## src/hw/rtl/bank_switch_mapper_scanline_irq_defines.svh

```systemverilog
// assertion macros for the bank switch mapper
`ifndef BANK_SWITCH_MAPPER_SCANLINE_IRQ_DEFINES_SVH
`define BANK_SWITCH_MAPPER_SCANLINE_IRQ_DEFINES_SVH

`ifndef SYNTHESIS
`define BSM_ASSERT_NOW(lbl, ante, cons, msg) \
    lbl: assert property (@(posedge i_clk) disable iff (!i_rst_n) (ante) |-> (cons)) \
        else $error(msg);
`define BSM_ASSERT_NEXT(lbl, ante, cons, msg) \
    lbl: assert property (@(posedge i_clk) disable iff (!i_rst_n) (ante) |=> (cons)) \
        else $error(msg);
`else
`define BSM_ASSERT_NOW(lbl, ante, cons, msg)
`define BSM_ASSERT_NEXT(lbl, ante, cons, msg)
`endif

`endif

```

## src/hw/rtl/bsm_pkg.sv

```systemverilog
// types and constants shared by the bank switch mapper files
package bsm_pkg;

    localparam int WORK_RAM_BYTES_DEF = 8192;
    localparam int MAX_PRG_BANKS      = 64;
    localparam int APB_ADDR_W         = 3;
    localparam int APB_DATA_W         = 32;

    localparam logic [8:0] LINE_LIMIT        = 9'd240;
    localparam logic [8:0] DOT_SPRITE_TABLE  = 9'd260;
    localparam logic [8:0] DOT_BG_TABLE      = 9'd324;
    localparam logic [6:0] TALL_SPRITE_LIMIT = 7'd8;
    localparam logic [6:0] PRG_COUNT_MIN     = 7'd2;
    localparam logic [6:0] PRG_COUNT_RESET   = 7'd64;
    localparam logic [8:0] NO_LINE           = 9'h1FF;

    // bank select codes
    localparam logic [2:0] SEL_CHR_2K_LAST = 3'd1;
    localparam logic [2:0] SEL_CHR_1K_FIRST = 3'd2;
    localparam logic [2:0] SEL_CHR_1K_LAST = 3'd5;

    typedef enum logic [1:0] {
        ACT_CPU_WRITE    = 2'd0,
        ACT_CPU_READ     = 2'd1,
        ACT_PATTERN_READ = 2'd2,
        ACT_SCANLINE     = 2'd3
    } t_action;

    typedef enum logic [1:0] {
        TGT_NONE    = 2'd0,
        TGT_RAM     = 2'd1,
        TGT_PRG_ROM = 2'd2,
        TGT_PATTERN = 2'd3
    } t_target;

    // cpu register windows at 0x8000, 0xA000, 0xC000, 0xE000
    typedef enum logic [1:0] {
        WIN_BANK       = 2'd0,
        WIN_MIRROR     = 2'd1,
        WIN_IRQ_LATCH  = 2'd2,
        WIN_IRQ_ENABLE = 2'd3
    } t_window;

    typedef enum logic {
        REG_PRG_BANK_COUNT = 1'b0
    } t_reg_index;

    typedef struct packed {
        t_action     action;
        logic [15:0] address;
        logic [7:0]  data;
        logic [7:0]  ppu_control;
        logic [6:0]  sprites_on_line;
        logic [8:0]  scanline;
        logic [8:0]  dot;
    } t_in_item;

    typedef struct packed {
        logic        claimed;
        t_target     target;
        logic [18:0] rom_address;
        logic [7:0]  read_data;
        logic        mirror_horizontal;
        logic        irq_request;
    } t_out_item;

endpackage

```

## src/hw/rtl/bsm_stream_if.sv

```systemverilog
// valid/ready channel carrying one payload beat
interface bsm_stream_if #(
    parameter type t_payload = logic
) ();
    logic     valid;
    logic     ready;
    t_payload payload;

    modport source (output valid, output payload, input ready);
    modport sink (input valid, input payload, output ready);
endinterface

```

## src/hw/rtl/bsm_ram.sv

```systemverilog
// single port ram with registered read
module bsm_ram #(
    parameter int WIDTH = 8,
    parameter int DEPTH = 8192
) (
    input  logic                     i_clk,
    input  logic                     i_we,
    input  logic                     i_re,
    input  logic [$clog2(DEPTH)-1:0] i_addr,
    input  logic [WIDTH-1:0]         i_wdata,
    output logic [WIDTH-1:0]         o_rdata
);
    logic [WIDTH-1:0] r_mem [DEPTH];
    logic [WIDTH-1:0] r_rdata;

    always_ff @(posedge i_clk) begin
        if (i_we) begin
            r_mem[i_addr] <= i_wdata;
        end
        if (i_re) begin
            r_rdata <= r_mem[i_addr];
        end
    end

    assign o_rdata = r_rdata;
endmodule

```

## src/hw/rtl/bank_switch_mapper_scanline_irq.sv

```systemverilog
// bank switch mapper with scanline irq counter, top level
//
//  port     dir  handshake            beat
//  i_in     in   valid/ready          one action (write, read, pattern read, scanline)
//  o_out    out  valid/ready          one result per action
//  apb      in   psel/penable/pwrite  bank count register, pready tied high
//
// one action per clock sustained unless the output stalls; the work ram has one port
// and is read or written in the cycle the beat is taken; a result passes the holding
// stage and the output register, which also absorb stalls; input ready drops
// only when both are full and the output beat is not taken
// reset is synchronous and clears the mapper registers; work ram is not cleared
module bank_switch_mapper_scanline_irq #(
    parameter int WORK_RAM_BYTES = bsm_pkg::WORK_RAM_BYTES_DEF
) (
    input  logic                            i_clk,
    input  logic                            i_rst_n,
    bsm_stream_if.sink                      i_in,
    bsm_stream_if.source                    o_out,
    input  logic                            psel,
    input  logic                            penable,
    input  logic                            pwrite,
    input  logic [bsm_pkg::APB_ADDR_W-1:0]  paddr,
    input  logic [bsm_pkg::APB_DATA_W-1:0]  pwdata,
    output logic [bsm_pkg::APB_DATA_W-1:0]  prdata,
    output logic                            pready
);
    `include "bank_switch_mapper_scanline_irq_defines.svh"

    localparam int AW = $clog2(WORK_RAM_BYTES);

    // mapper registers
    logic [2:0] r_bank_index, n_bank_index;
    logic       r_prg_swap, n_prg_swap;
    logic       r_chr_inv, n_chr_inv;
    logic [7:0] r_chr_bank [6];
    logic [7:0] n_chr_bank [6];
    logic [5:0] r_prg_bank [2];
    logic [5:0] n_prg_bank [2];
    logic       r_mirror, n_mirror;
    logic       r_ram_protect, n_ram_protect;
    logic [7:0] r_irq_reload, n_irq_reload;
    logic [7:0] r_irq_count, n_irq_count;
    logic       r_reload_pending, n_reload_pending;
    logic       r_irq_enabled, n_irq_enabled;
    logic [8:0] r_last_line, n_last_line;
    logic [6:0] r_prg_bank_count, n_prg_bank_count;

    // pipeline
    logic                r_s1_valid;
    bsm_pkg::t_out_item  r_s1_item;
    logic                r_s1_ram_rd;
    bsm_pkg::t_out_item  s1_beat;
    logic                r_out_valid;
    bsm_pkg::t_out_item  r_out_item;

    logic               accept;
    logic               s1_move;
    logic               cfg_wr;
    bsm_pkg::t_in_item  in_item;
    bsm_pkg::t_out_item res;
    bsm_pkg::t_window   window;
    logic               is_ram_window;
    logic               counter_clock;
    logic               line_ok;
    logic               filter_ok;
    logic               ram_we;
    logic               ram_re;
    logic [AW-1:0]      ram_addr;
    logic [7:0]         ram_rdata;
    logic [12:0]        chr_v;
    logic [2:0]         chr_sel;
    logic [7:0]         chr_byte;
    logic [18:0]        chr_rom;
    logic [6:0]         prg_n;
    logic [5:0]         prg_last;
    logic [5:0]         prg_second;
    logic [5:0]         prg_sel;
    logic [18:0]        prg_rom;

    // ram index modulo the ram size; the quotient stays below 8
    function automatic logic [AW-1:0] ram_slot(input logic [12:0] a);
        logic [13:0] r;
        int          k;
        begin
            r = {1'b0, a};
            for (k = 2; k >= 0; k--) begin
                if (int'(r) >= (WORK_RAM_BYTES << k)) begin
                    r = r - 14'(WORK_RAM_BYTES << k);
                end
            end
            return r[AW-1:0];
        end
    endfunction

    assign in_item  = i_in.payload;
    assign s1_move  = r_s1_valid && (!r_out_valid || o_out.ready);
    assign i_in.ready = !r_s1_valid || s1_move;
    assign accept   = i_in.valid && i_in.ready;
    assign cfg_wr   = psel && penable && pwrite && pready;

    assign pready = 1'b1;
    assign prdata = (bsm_pkg::t_reg_index'(paddr[2]) == bsm_pkg::REG_PRG_BANK_COUNT)
                    ? {{(bsm_pkg::APB_DATA_W - 7){1'b0}}, r_prg_bank_count}
                    : '0;

    assign window        = bsm_pkg::t_window'(in_item.address[14:13]);
    assign is_ram_window = in_item.address[15:13] == 3'b011;

    // pattern translation
    assign chr_v    = in_item.address[12:0] ^ {r_chr_inv, 12'b0};
    assign chr_sel  = chr_v[12] ? ({1'b0, chr_v[11:10]} + bsm_pkg::SEL_CHR_1K_FIRST)
                                : {2'b00, chr_v[11]};
    assign chr_byte = r_chr_bank[chr_sel];
    assign chr_rom  = chr_v[12] ? {1'b0, chr_byte, in_item.address[9:0]}
                                : {1'b0, chr_byte[7:1], in_item.address[10:0]};

    // program translation, fixed banks from the clamped bank count
    always_comb begin
        prg_n = r_prg_bank_count;
        if (prg_n < bsm_pkg::PRG_COUNT_MIN) begin
            prg_n = bsm_pkg::PRG_COUNT_MIN;
        end
        if (prg_n > 7'(bsm_pkg::MAX_PRG_BANKS)) begin
            prg_n = 7'(bsm_pkg::MAX_PRG_BANKS);
        end
    end

    assign prg_last   = 6'(prg_n - 7'd1);
    assign prg_second = 6'(prg_n - 7'd2);

    always_comb begin
        case (window)
            bsm_pkg::WIN_BANK:      prg_sel = r_prg_swap ? prg_second : r_prg_bank[0];
            bsm_pkg::WIN_MIRROR:    prg_sel = r_prg_bank[1];
            bsm_pkg::WIN_IRQ_LATCH: prg_sel = r_prg_swap ? r_prg_bank[0] : prg_second;
            default:                prg_sel = prg_last;
        endcase
    end

    assign prg_rom = {prg_sel, in_item.address[12:0]};

    // scanline filter
    assign line_ok = (in_item.scanline < bsm_pkg::LINE_LIMIT) &&
                     (in_item.scanline != r_last_line);

    always_comb begin
        if (in_item.ppu_control[5]) begin
            filter_ok = in_item.sprites_on_line < bsm_pkg::TALL_SPRITE_LIMIT;
        end else if (!in_item.ppu_control[4] && in_item.ppu_control[3]) begin
            filter_ok = in_item.dot == bsm_pkg::DOT_SPRITE_TABLE;
        end else if (in_item.ppu_control[4] && !in_item.ppu_control[3]) begin
            filter_ok = in_item.dot == bsm_pkg::DOT_BG_TABLE;
        end else begin
            filter_ok = 1'b1;
        end
    end

    assign counter_clock = accept && (in_item.action == bsm_pkg::ACT_SCANLINE) &&
                           line_ok && filter_ok;

    assign ram_addr = ram_slot(in_item.address[12:0]);
    assign ram_we   = accept && (in_item.action == bsm_pkg::ACT_CPU_WRITE) &&
                      is_ram_window && !r_ram_protect;
    assign ram_re   = accept && (in_item.action == bsm_pkg::ACT_CPU_READ) && is_ram_window;

    bsm_ram #(
        .WIDTH (8),
        .DEPTH (WORK_RAM_BYTES)
    ) u_work_ram (
        .i_clk   (i_clk),
        .i_we    (ram_we),
        .i_re    (ram_re),
        .i_addr  (ram_addr),
        .i_wdata (in_item.data),
        .o_rdata (ram_rdata)
    );

    // register updates and the result of the beat being taken
    always_comb begin
        n_bank_index     = r_bank_index;
        n_prg_swap       = r_prg_swap;
        n_chr_inv        = r_chr_inv;
        n_chr_bank       = r_chr_bank;
        n_prg_bank       = r_prg_bank;
        n_mirror         = r_mirror;
        n_ram_protect    = r_ram_protect;
        n_irq_reload     = r_irq_reload;
        n_irq_count      = r_irq_count;
        n_reload_pending = r_reload_pending;
        n_irq_enabled    = r_irq_enabled;
        n_last_line      = r_last_line;
        n_prg_bank_count = r_prg_bank_count;

        res = '0;

        if (cfg_wr &&
            bsm_pkg::t_reg_index'(paddr[2]) == bsm_pkg::REG_PRG_BANK_COUNT) begin
            n_prg_bank_count = pwdata[6:0];
        end

        if (accept) begin
            case (in_item.action)
                bsm_pkg::ACT_CPU_WRITE: begin
                    if (in_item.address[15:13] >= 3'b011) begin
                        res.claimed = 1'b1;
                        if (is_ram_window) begin
                            res.target      = bsm_pkg::TGT_RAM;
                            res.rom_address = 19'(ram_addr);
                        end else begin
                            case (window)
                                bsm_pkg::WIN_BANK: begin
                                    if (!in_item.address[0]) begin
                                        n_bank_index = in_item.data[2:0];
                                        n_prg_swap   = in_item.data[6];
                                        n_chr_inv    = in_item.data[7];
                                    end else begin
                                        case (r_bank_index) inside
                                            [3'd0:bsm_pkg::SEL_CHR_2K_LAST]: begin
                                                n_chr_bank[r_bank_index] =
                                                    {in_item.data[7:1], 1'b0};
                                            end
                                            [bsm_pkg::SEL_CHR_1K_FIRST:
                                             bsm_pkg::SEL_CHR_1K_LAST]: begin
                                                n_chr_bank[r_bank_index] = in_item.data;
                                            end
                                            default: begin
                                                n_prg_bank[r_bank_index[0]] =
                                                    in_item.data[5:0];
                                            end
                                        endcase
                                    end
                                end
                                bsm_pkg::WIN_MIRROR: begin
                                    if (!in_item.address[0]) begin
                                        n_mirror = in_item.data[0];
                                    end else begin
                                        n_ram_protect = in_item.data[6];
                                    end
                                end
                                bsm_pkg::WIN_IRQ_LATCH: begin
                                    if (!in_item.address[0]) begin
                                        n_irq_reload = in_item.data;
                                    end else begin
                                        n_irq_count      = 8'd0;
                                        n_reload_pending = 1'b1;
                                    end
                                end
                                default: begin
                                    n_irq_enabled = in_item.address[0];
                                end
                            endcase
                        end
                    end
                end
                bsm_pkg::ACT_CPU_READ: begin
                    if (in_item.address[15:13] >= 3'b011) begin
                        res.claimed = 1'b1;
                        if (is_ram_window) begin
                            res.target      = bsm_pkg::TGT_RAM;
                            res.rom_address = 19'(ram_addr);
                        end else begin
                            res.target      = bsm_pkg::TGT_PRG_ROM;
                            res.rom_address = prg_rom;
                        end
                    end
                end
                bsm_pkg::ACT_PATTERN_READ: begin
                    if (in_item.address[15:13] == 3'b000) begin
                        res.claimed     = 1'b1;
                        res.target      = bsm_pkg::TGT_PATTERN;
                        res.rom_address = chr_rom;
                    end
                end
                default: begin
                    if (counter_clock) begin
                        res.claimed = 1'b1;
                        if (r_reload_pending || r_irq_count == 8'd0) begin
                            n_irq_count      = r_irq_reload;
                            n_reload_pending = 1'b0;
                        end else begin
                            n_irq_count = r_irq_count - 8'd1;
                        end
                        n_last_line     = in_item.scanline;
                        res.irq_request = (n_irq_count == 8'd0) && r_irq_enabled;
                    end
                end
            endcase
        end

        res.mirror_horizontal = n_mirror;
    end

    always_ff @(posedge i_clk) begin
        if (!i_rst_n) begin
            r_bank_index     <= '0;
            r_prg_swap       <= 1'b0;
            r_chr_inv        <= 1'b0;
            r_chr_bank       <= '{default: '0};
            r_prg_bank       <= '{default: '0};
            r_mirror         <= 1'b0;
            r_ram_protect    <= 1'b0;
            r_irq_reload     <= '0;
            r_irq_count      <= '0;
            r_reload_pending <= 1'b0;
            r_irq_enabled    <= 1'b0;
            r_last_line      <= bsm_pkg::NO_LINE;
            r_prg_bank_count <= bsm_pkg::PRG_COUNT_RESET;
            r_s1_valid       <= 1'b0;
            r_out_valid      <= 1'b0;
        end else begin
            r_bank_index     <= n_bank_index;
            r_prg_swap       <= n_prg_swap;
            r_chr_inv        <= n_chr_inv;
            r_chr_bank       <= n_chr_bank;
            r_prg_bank       <= n_prg_bank;
            r_mirror         <= n_mirror;
            r_ram_protect    <= n_ram_protect;
            r_irq_reload     <= n_irq_reload;
            r_irq_count      <= n_irq_count;
            r_reload_pending <= n_reload_pending;
            r_irq_enabled    <= n_irq_enabled;
            r_last_line      <= n_last_line;
            r_prg_bank_count <= n_prg_bank_count;

            if (accept) begin
                r_s1_valid <= 1'b1;
            end else if (s1_move) begin
                r_s1_valid <= 1'b0;
            end

            if (s1_move) begin
                r_out_valid <= 1'b1;
            end else if (o_out.ready) begin
                r_out_valid <= 1'b0;
            end
        end
    end

    // ram data joins the beat as it leaves the holding stage
    always_comb begin
        s1_beat           = r_s1_item;
        s1_beat.read_data = r_s1_ram_rd ? ram_rdata : 8'd0;
    end

    // payload stages
    always_ff @(posedge i_clk) begin
        if (accept) begin
            r_s1_item   <= res;
            r_s1_ram_rd <= ram_re;
        end
        if (s1_move) begin
            r_out_item <= s1_beat;
        end
    end

    assign o_out.valid   = r_out_valid;
    assign o_out.payload = r_out_item;

    `BSM_ASSERT_NOW(a_stall_blocks_input, r_s1_valid && r_out_valid && !o_out.ready, !i_in.ready, "input taken while both stages are full")
    `BSM_ASSERT_NEXT(a_clock_clears_reload, counter_clock, !r_reload_pending, "reload flag still set after a counter clock")
    `BSM_ASSERT_NOW(a_irq_claimed, o_out.valid && o_out.payload.irq_request, o_out.payload.claimed && o_out.payload.target == bsm_pkg::TGT_NONE, "irq on a beat that did not clock the counter")
    `BSM_ASSERT_NOW(a_ram_data_only_ram, o_out.valid && o_out.payload.target != bsm_pkg::TGT_RAM, o_out.payload.read_data == 8'd0, "read data on a beat that did not hit work ram")
endmodule
```

## src/flat_wrapper.sv

```systemverilog
// flat-port wrapper written by rule: the top's interface ports become plain ports
module bank_switch_mapper_scanline_irq_flat 
#(
    parameter int WORK_RAM_BYTES = bsm_pkg::WORK_RAM_BYTES_DEF
)
  (i_clk, i_rst_n, psel, penable, pwrite, paddr, pwdata, prdata, pready, i_in_valid, i_in_payload, i_in_ready, o_out_valid, o_out_payload, o_out_ready);
  bsm_stream_if i_in_i ();
  bsm_stream_if o_out_i ();
  input  logic i_clk;
  input  logic i_rst_n;
  input  logic psel;
  input  logic penable;
  input  logic pwrite;
  input  logic [bsm_pkg::APB_ADDR_W-1:0] paddr;
  input  logic [bsm_pkg::APB_DATA_W-1:0] pwdata;
  output logic [bsm_pkg::APB_DATA_W-1:0] prdata;
  output logic pready;
  input wire logic [$bits(i_in_i.valid)-1:0] i_in_valid;
  input wire logic [$bits(i_in_i.payload)-1:0] i_in_payload;
  output wire logic [$bits(i_in_i.ready)-1:0] i_in_ready;
  output wire logic [$bits(o_out_i.valid)-1:0] o_out_valid;
  output wire logic [$bits(o_out_i.payload)-1:0] o_out_payload;
  input wire logic [$bits(o_out_i.ready)-1:0] o_out_ready;
  assign i_in_i.valid = i_in_valid;
  assign i_in_i.payload = i_in_payload;
  assign i_in_ready = i_in_i.ready;
  assign o_out_valid = o_out_i.valid;
  assign o_out_payload = o_out_i.payload;
  assign o_out_i.ready = o_out_ready;
  bank_switch_mapper_scanline_irq #(.WORK_RAM_BYTES(WORK_RAM_BYTES)) u_core (.i_clk(i_clk), .i_rst_n(i_rst_n), .i_in(i_in_i), .o_out(o_out_i), .psel(psel), .penable(penable), .pwrite(pwrite), .paddr(paddr), .pwdata(pwdata), .prdata(prdata), .pready(pready));
endmodule
```

## config.mk

```make
export PLATFORM = sky130hd
export DESIGN_NAME = bank_switch_mapper_scanline_irq_flat
export DESIGN_NICKNAME = d
export VERILOG_FILES = /design/src/hw/rtl/bsm_pkg.sv /design/src/hw/rtl/bsm_stream_if.sv /design/src/hw/rtl/bsm_ram.sv /design/src/hw/rtl/bank_switch_mapper_scanline_irq.sv /design/src/flat_wrapper.sv
export VERILOG_INCLUDE_DIRS = /design/src /design/src/hw/rtl
export SDC_FILE = /design/constraint.sdc
export NUM_CORES = 1
export LEC_CHECK = 0
export BUFFER_PORTS_ARGS = -buffer_cell sky130_fd_sc_hd__buf_2
export CORE_MARGIN = 3
export CORE_UTILIZATION = 28
export DETAILED_ROUTE_END_ITERATION = 10
export PLACE_DENSITY = 0.74
export SETUP_SLACK_MARGIN = 0.05
export SLEW_MARGIN = 10
export SYNTH_ARGS = -nofsm -noshare
export SYNTH_HDL_FRONTEND = slang
export SYNTH_SLANG_ARGS = --single-unit
```

## constraint.sdc

```tcl
create_clock -name i_clk -period 0.8 [get_ports i_clk]
set_clock_uncertainty 0.05 [all_clocks]
set_input_delay 0.16 -clock i_clk [delete_from_list [all_inputs] [get_ports i_clk]]
set_output_delay 0.16 -clock i_clk [all_outputs]
set_load 0.005 [all_outputs]
```

# Yosys cells after proc, flatten, opt, wreduce, memory -nomap -nowiden
# Cells that the tools add are included.
# word_totals
ff_bits	9
inputBits	43
out_inout_bits	36
elab_cells	20
# classes
mux	5
n_bitwise	1
n_reduce_logical	11
# ops
operator	count
$mux W7	1
$logic_and A1 B1 Y1	5
$mux W1	4
$reduce_bool A2 Y1	2
$logic_not A1 Y1	2
$logic_or A1 B1 Y1	2
$not A1 Y1	1

# Depth between registers and ports, before layout
# logic_depth
ltp_word	6
ltp_mapped	3
depth_no_buf	2

# Worst setup path after synthesis
# Ideal clock, no wire load.
# synth_timing
kind	input to register
from	input paddr[2] (netlist bit)
to	register u_core.r_prg_bank_count[0]
setup_ns	0.072
arrival_ns	0.688
t_required_ns	0.678
path_slack_ns	-0.010
stages	3
n_path_buf	1
cell_sequence	and4b_1 buf_6 mux2i_1
# synth_between
elab_chain_cells	2
# synth_lines
element	line_no	rtl
start, declared	flat_wrapper.sv:14	input logic [bsm_pkg::APB_ADDR_W-1:0] paddr;
$not A1 Y1	-	
$logic_and A1 B1 Y1	bank_switch_mapper_scanline_irq.sv:197	if (cfg_wr &&
end signal, assigned	bank_switch_mapper_scanline_irq.sv:308	r_prg_bank_count <= bsm_pkg::PRG_COUNT_RESET;
end signal, assigned	bank_switch_mapper_scanline_irq.sv:324	r_prg_bank_count <= n_prg_bank_count;
end, declared	bank_switch_mapper_scanline_irq.sv:47	logic [6:0] r_prg_bank_count, n_prg_bank_count;
# No other way between the ends.
# A chain may end at the register's enable or synchronous reset.

# Final worst setup path
# layout_timing
from	register u_core.r_s1_valid
to	output i_in_ready
# layout_between
elab_chain_cells	2
elab_cells_between_ends	3
classes_between	reduce/logical: 3
# layout_lines
element	line_no	rtl
start, declared	bank_switch_mapper_scanline_irq.sv:50	logic r_s1_valid;
start signal, assigned	bank_switch_mapper_scanline_irq.sv:309	r_s1_valid <= 1'b0;
start signal, assigned	bank_switch_mapper_scanline_irq.sv:327	r_s1_valid <= 1'b1;
start signal, assigned	bank_switch_mapper_scanline_irq.sv:329	r_s1_valid <= 1'b0;
$logic_not A1 Y1 or $logic_and A1 B1 Y1 (tied branches)	bank_switch_mapper_scanline_irq.sv:98, bank_switch_mapper_scanline_irq.sv:97	
$logic_or A1 B1 Y1 (*)	bank_switch_mapper_scanline_irq.sv:98	assign i_in.ready = !r_s1_valid || s1_move;
end, declared	flat_wrapper.sv:20	output wire logic [$bits(i_in_i.ready)-1:0] i_in_ready;
# Every way passes the cells marked *; elsewhere a longest branch is shown, timed or not.

==> impl_metrics.py <==
metrics = {
    "clocking": {
        "clk_path_buf_depth": 2,
        "cts.clk_slew.worst_paths_ns": 0.06,
        "numClockSinks": 9,
        "h-tree-depth": 1,
        "clockRootBuffer": "clkbuf_4",
        "cts_hold_buf": 0,
        "clkLatencyLatePin_ns": 0.26,
        "tritoncts": "built",
        "numCtsBuffers": 3,
    },
    "power": {
        "power.leakage_nw": 0.431,
        "p_clk_share_pct": 34.8,
        "powerDensity_mw_per_mm2": 1220,
        "vdd_drop_max_uv": 444,
        "comb_power_share_pct": 18.3,
        "pwr-share-seq_pct": 46.9,
        "p_int_uw": 754,
        "netSwitchingPower_uw": 248,
        "switching_share_pct": 24.8,
    },
    "setup_path": {
        "path_max_fanout": 2,
        "worst-path-buf-inv": 2,
        "cpLargestDelayFamily": "flip-flops",
        "cp-end-kind": "output port",
        "required_ns": 0.59,
        "arrival_ns": 0.94,
        "path_class": "flop to output port",
        "slowest_stage": "dfxtp_2",
        "start_kind": "flop",
        "crit_chain": "and3b_2 -> inv_1 -> buf_2",
        "cpPeakStageDelay_ns": 0.32,
    },
    "grt": {
        "antenna_found_initial": 0,
        "grt_pass1_wl_mm": 1.67,
        "grt_max_degree": 13,
        "first_global_vias": 412,
        "grt.total_usage_pct": 8.55,
        "grt.overflow.total": 0,
    },
    "logic_synthesis": {
        "synthesis.instances": 74,
        "avgSynthCellArea_um2": 8.64,
        "synth-seq-cells": 9,
        "ys_seq_area_share_pct": 28.2,
        "yosysWarnings": 0,
        "synth_cell_types": 13,
        "syn_area_um2": 639,
    },
    "route": {
        "vias_per_cell": 3.72,
        "wl_per_cell_um": 9.46,
        "drt_iter0_markers": 0,
        "antenna_left": 0,
        "dr_total_vias": 491,
        "drc_errors": 0,
        "routed_wl_mm": 1.25,
        "firstDrtPassIters": 1,
    },
    "placement": {
        "gp_congestion": 0.619,
        "place_ws_ns": -0.207,
        "dp_hpwl_um": 946,
        "io_buffers": 23,
    },
    "hold_path": {
        "hold_class": "input pin to flop",
    },
    "timing": {
        "slew_viol_final": 0,
        "setup_ws_ns": -0.352,
        "finalHoldViolations": 0,
        "fin_crit_ns": 1.15,
        "rsz0062_at_grt": "yes",
        "fin_setup_tns_ns": -2.89,
        "setup_viol": 11,
        "fmax_ghz": 0.868,
        "min_period_over_period_pct": 144,
    },
    "outcome": {
        "failed_checks": "setup timing",
        "status": "finished, violations left",
    },
    "run": {
        "maxCapViolations": 0,
    },
    "die": {
        "die_w_um": 53.8,
        "initial_core_util_pct": 31.0,
        "num_rows": 16,
        "die_h_um": 53.8,
        "core_mm2": 0.00206,
        "dieArea_mm2": 0.00289,
        "ios": 79,
    },
    "cells_and_area": {
        "finalNetCount": 149,
        "num_antenna_cells": 0,
        "drive_gt1_share_pct": 47.6,
        "fillers": 207,
        "layout_commonest_cell": "conb_1",
        "area_growth_pct": 28.4,
        "layout_common_cells": "27 x conb_1, 19 x buf_2, 12 x nand2_1",
    },
}
==> worst paths after layout <==
| path | startpoint | end | slack (ns) | cells past startpoint |
|---|---|---|---|---|
| max | u_core.r_s1_valid$_SDFFE_PN0P_ | i_in_ready | -0.35 | 3 |
| max reg2reg | u_core.r_s1_valid$_SDFFE_PN0P_ | u_core.r_s1_valid$_SDFFE_PN0P_ | -0.29 | 4 |
| min | i_in_valid | u_core.r_s1_valid$_SDFFE_PN0P_ | 0.05 | 2 |
| min reg2reg | u_core.r_prg_bank_count[3]$_SDFFE_PN0P_ | u_core.r_prg_bank_count[3]$_SDFFE_PN0P_ | 0.41 | 2 |
==> power by group through the flow <==
stage | sequential [mW] | clock (mW) | combinational (mW)
after floorplan | 0.477 | 0 | 0.173
after detailed placement | 0.478 | 0 | 0.154
after CTS | 0.468 | 0.372 | 0.168
after global placement | 0.477 | 0 | 0.151
after global routing | 0.471 | 0.397 | 0.208
final | 0.470 | 0.349 | 0.183
==> per-layer routing <==
metal  track usage, %  wire [um]
met4             6.38          0
met5                0          0
met1             8.62        484
met3             4.43        171
met2             13.3        594
==> what timing repair did <==
item | in CTS | in global routing
setup endpoints to repair | 11 | 13
buffers inserted | 2 | 3
gates resized for setup | 2 | 11
pin swaps | 1 | 2
==> final cells by class <==
| class | count | area, um2 | area share [%] |
|---|---|---|---|
| clock buffer | 4 | 26.3 | 3.20 |
| multi-input combinational | 60 | 339 | 41.3 |
| sequential | 9 | 189 | 23.0 |
| inverter | 1 | 3.75 | 0.457 |
| tap | 27 | 33.8 | 4.12 |
| timing repair buffer | 31 | 229 | 27.9 |
==> flip-flops by register name, indices dropped and copies added, names as in the netlist <==
name                     count
u_core.o_out.valid           1
u_core.r_prg_bank_count      7
u_core.r_s1_valid            1
==> stage by stage <==
| stage | cells | total power [mW] | hold slack (ns) | util (%) | instance area [um2] |
|---|---|---|---|---|---|
| 6_report | 132 | 1.00 | 0.0488 | 39.8 | 821 |
| 5_1_grt | 132 | 1.08 | 0.0423 | 39.8 | 821 |
| 4_1_cts | 130 | 1.01 | 0.0475 | 37.6 | 774 |
| 3_5_place_dp | 124 | 0.632 | 0.325 | 34.9 | 719 |
| 3_3_place_gp | 124 | 0.628 | 0.322 | 34.9 | 719 |
| 2_1_floorplan | 99 | 0.650 | 0.234 | - | 734 |
==> worst reg2reg max path, stage by stage (launching register included) <==
cell and delay [ns]:
dfxtp_2 0.32, and3b_2 0.22, buf_4 0.13, buf_6 0.10, o21a_1 0.17
==> Yosys cell counts <==
library cell  count  area share [%]
buf_4            27              32
nand2_1          12             7.0
dfxtp_1           9              28
and2b_2           7             9.6
mux2i_1           7              11
nor2b_1           3             2.9
conb_1            2             1.2
o21a_1            2             2.3
and3b_1           1             1.4
and4b_1           1             1.6
buf_2             1            0.78
buf_6             1             1.8
inv_1             1            0.59
==> kinds of logic (layout without fill, tap and decap cells) <==
| logic type | after synthesis | count (layout) | share of synthesized area [%] |
|---|---|---|---|
| DFF | 9 | 9 | 28.2 |
| AOI/OAI and AO/OA | 2 | 2 | 2.35 |
| muxes | 7 | 7 | 11.0 |
| and+or+nand+nor | 24 | 24 | 22.5 |
| other | 2 | 27 | 1.17 |
| buffers and inverters | 30 | 36 | 34.8 |
No activity file was read; power rests on OpenSTA's default activity.
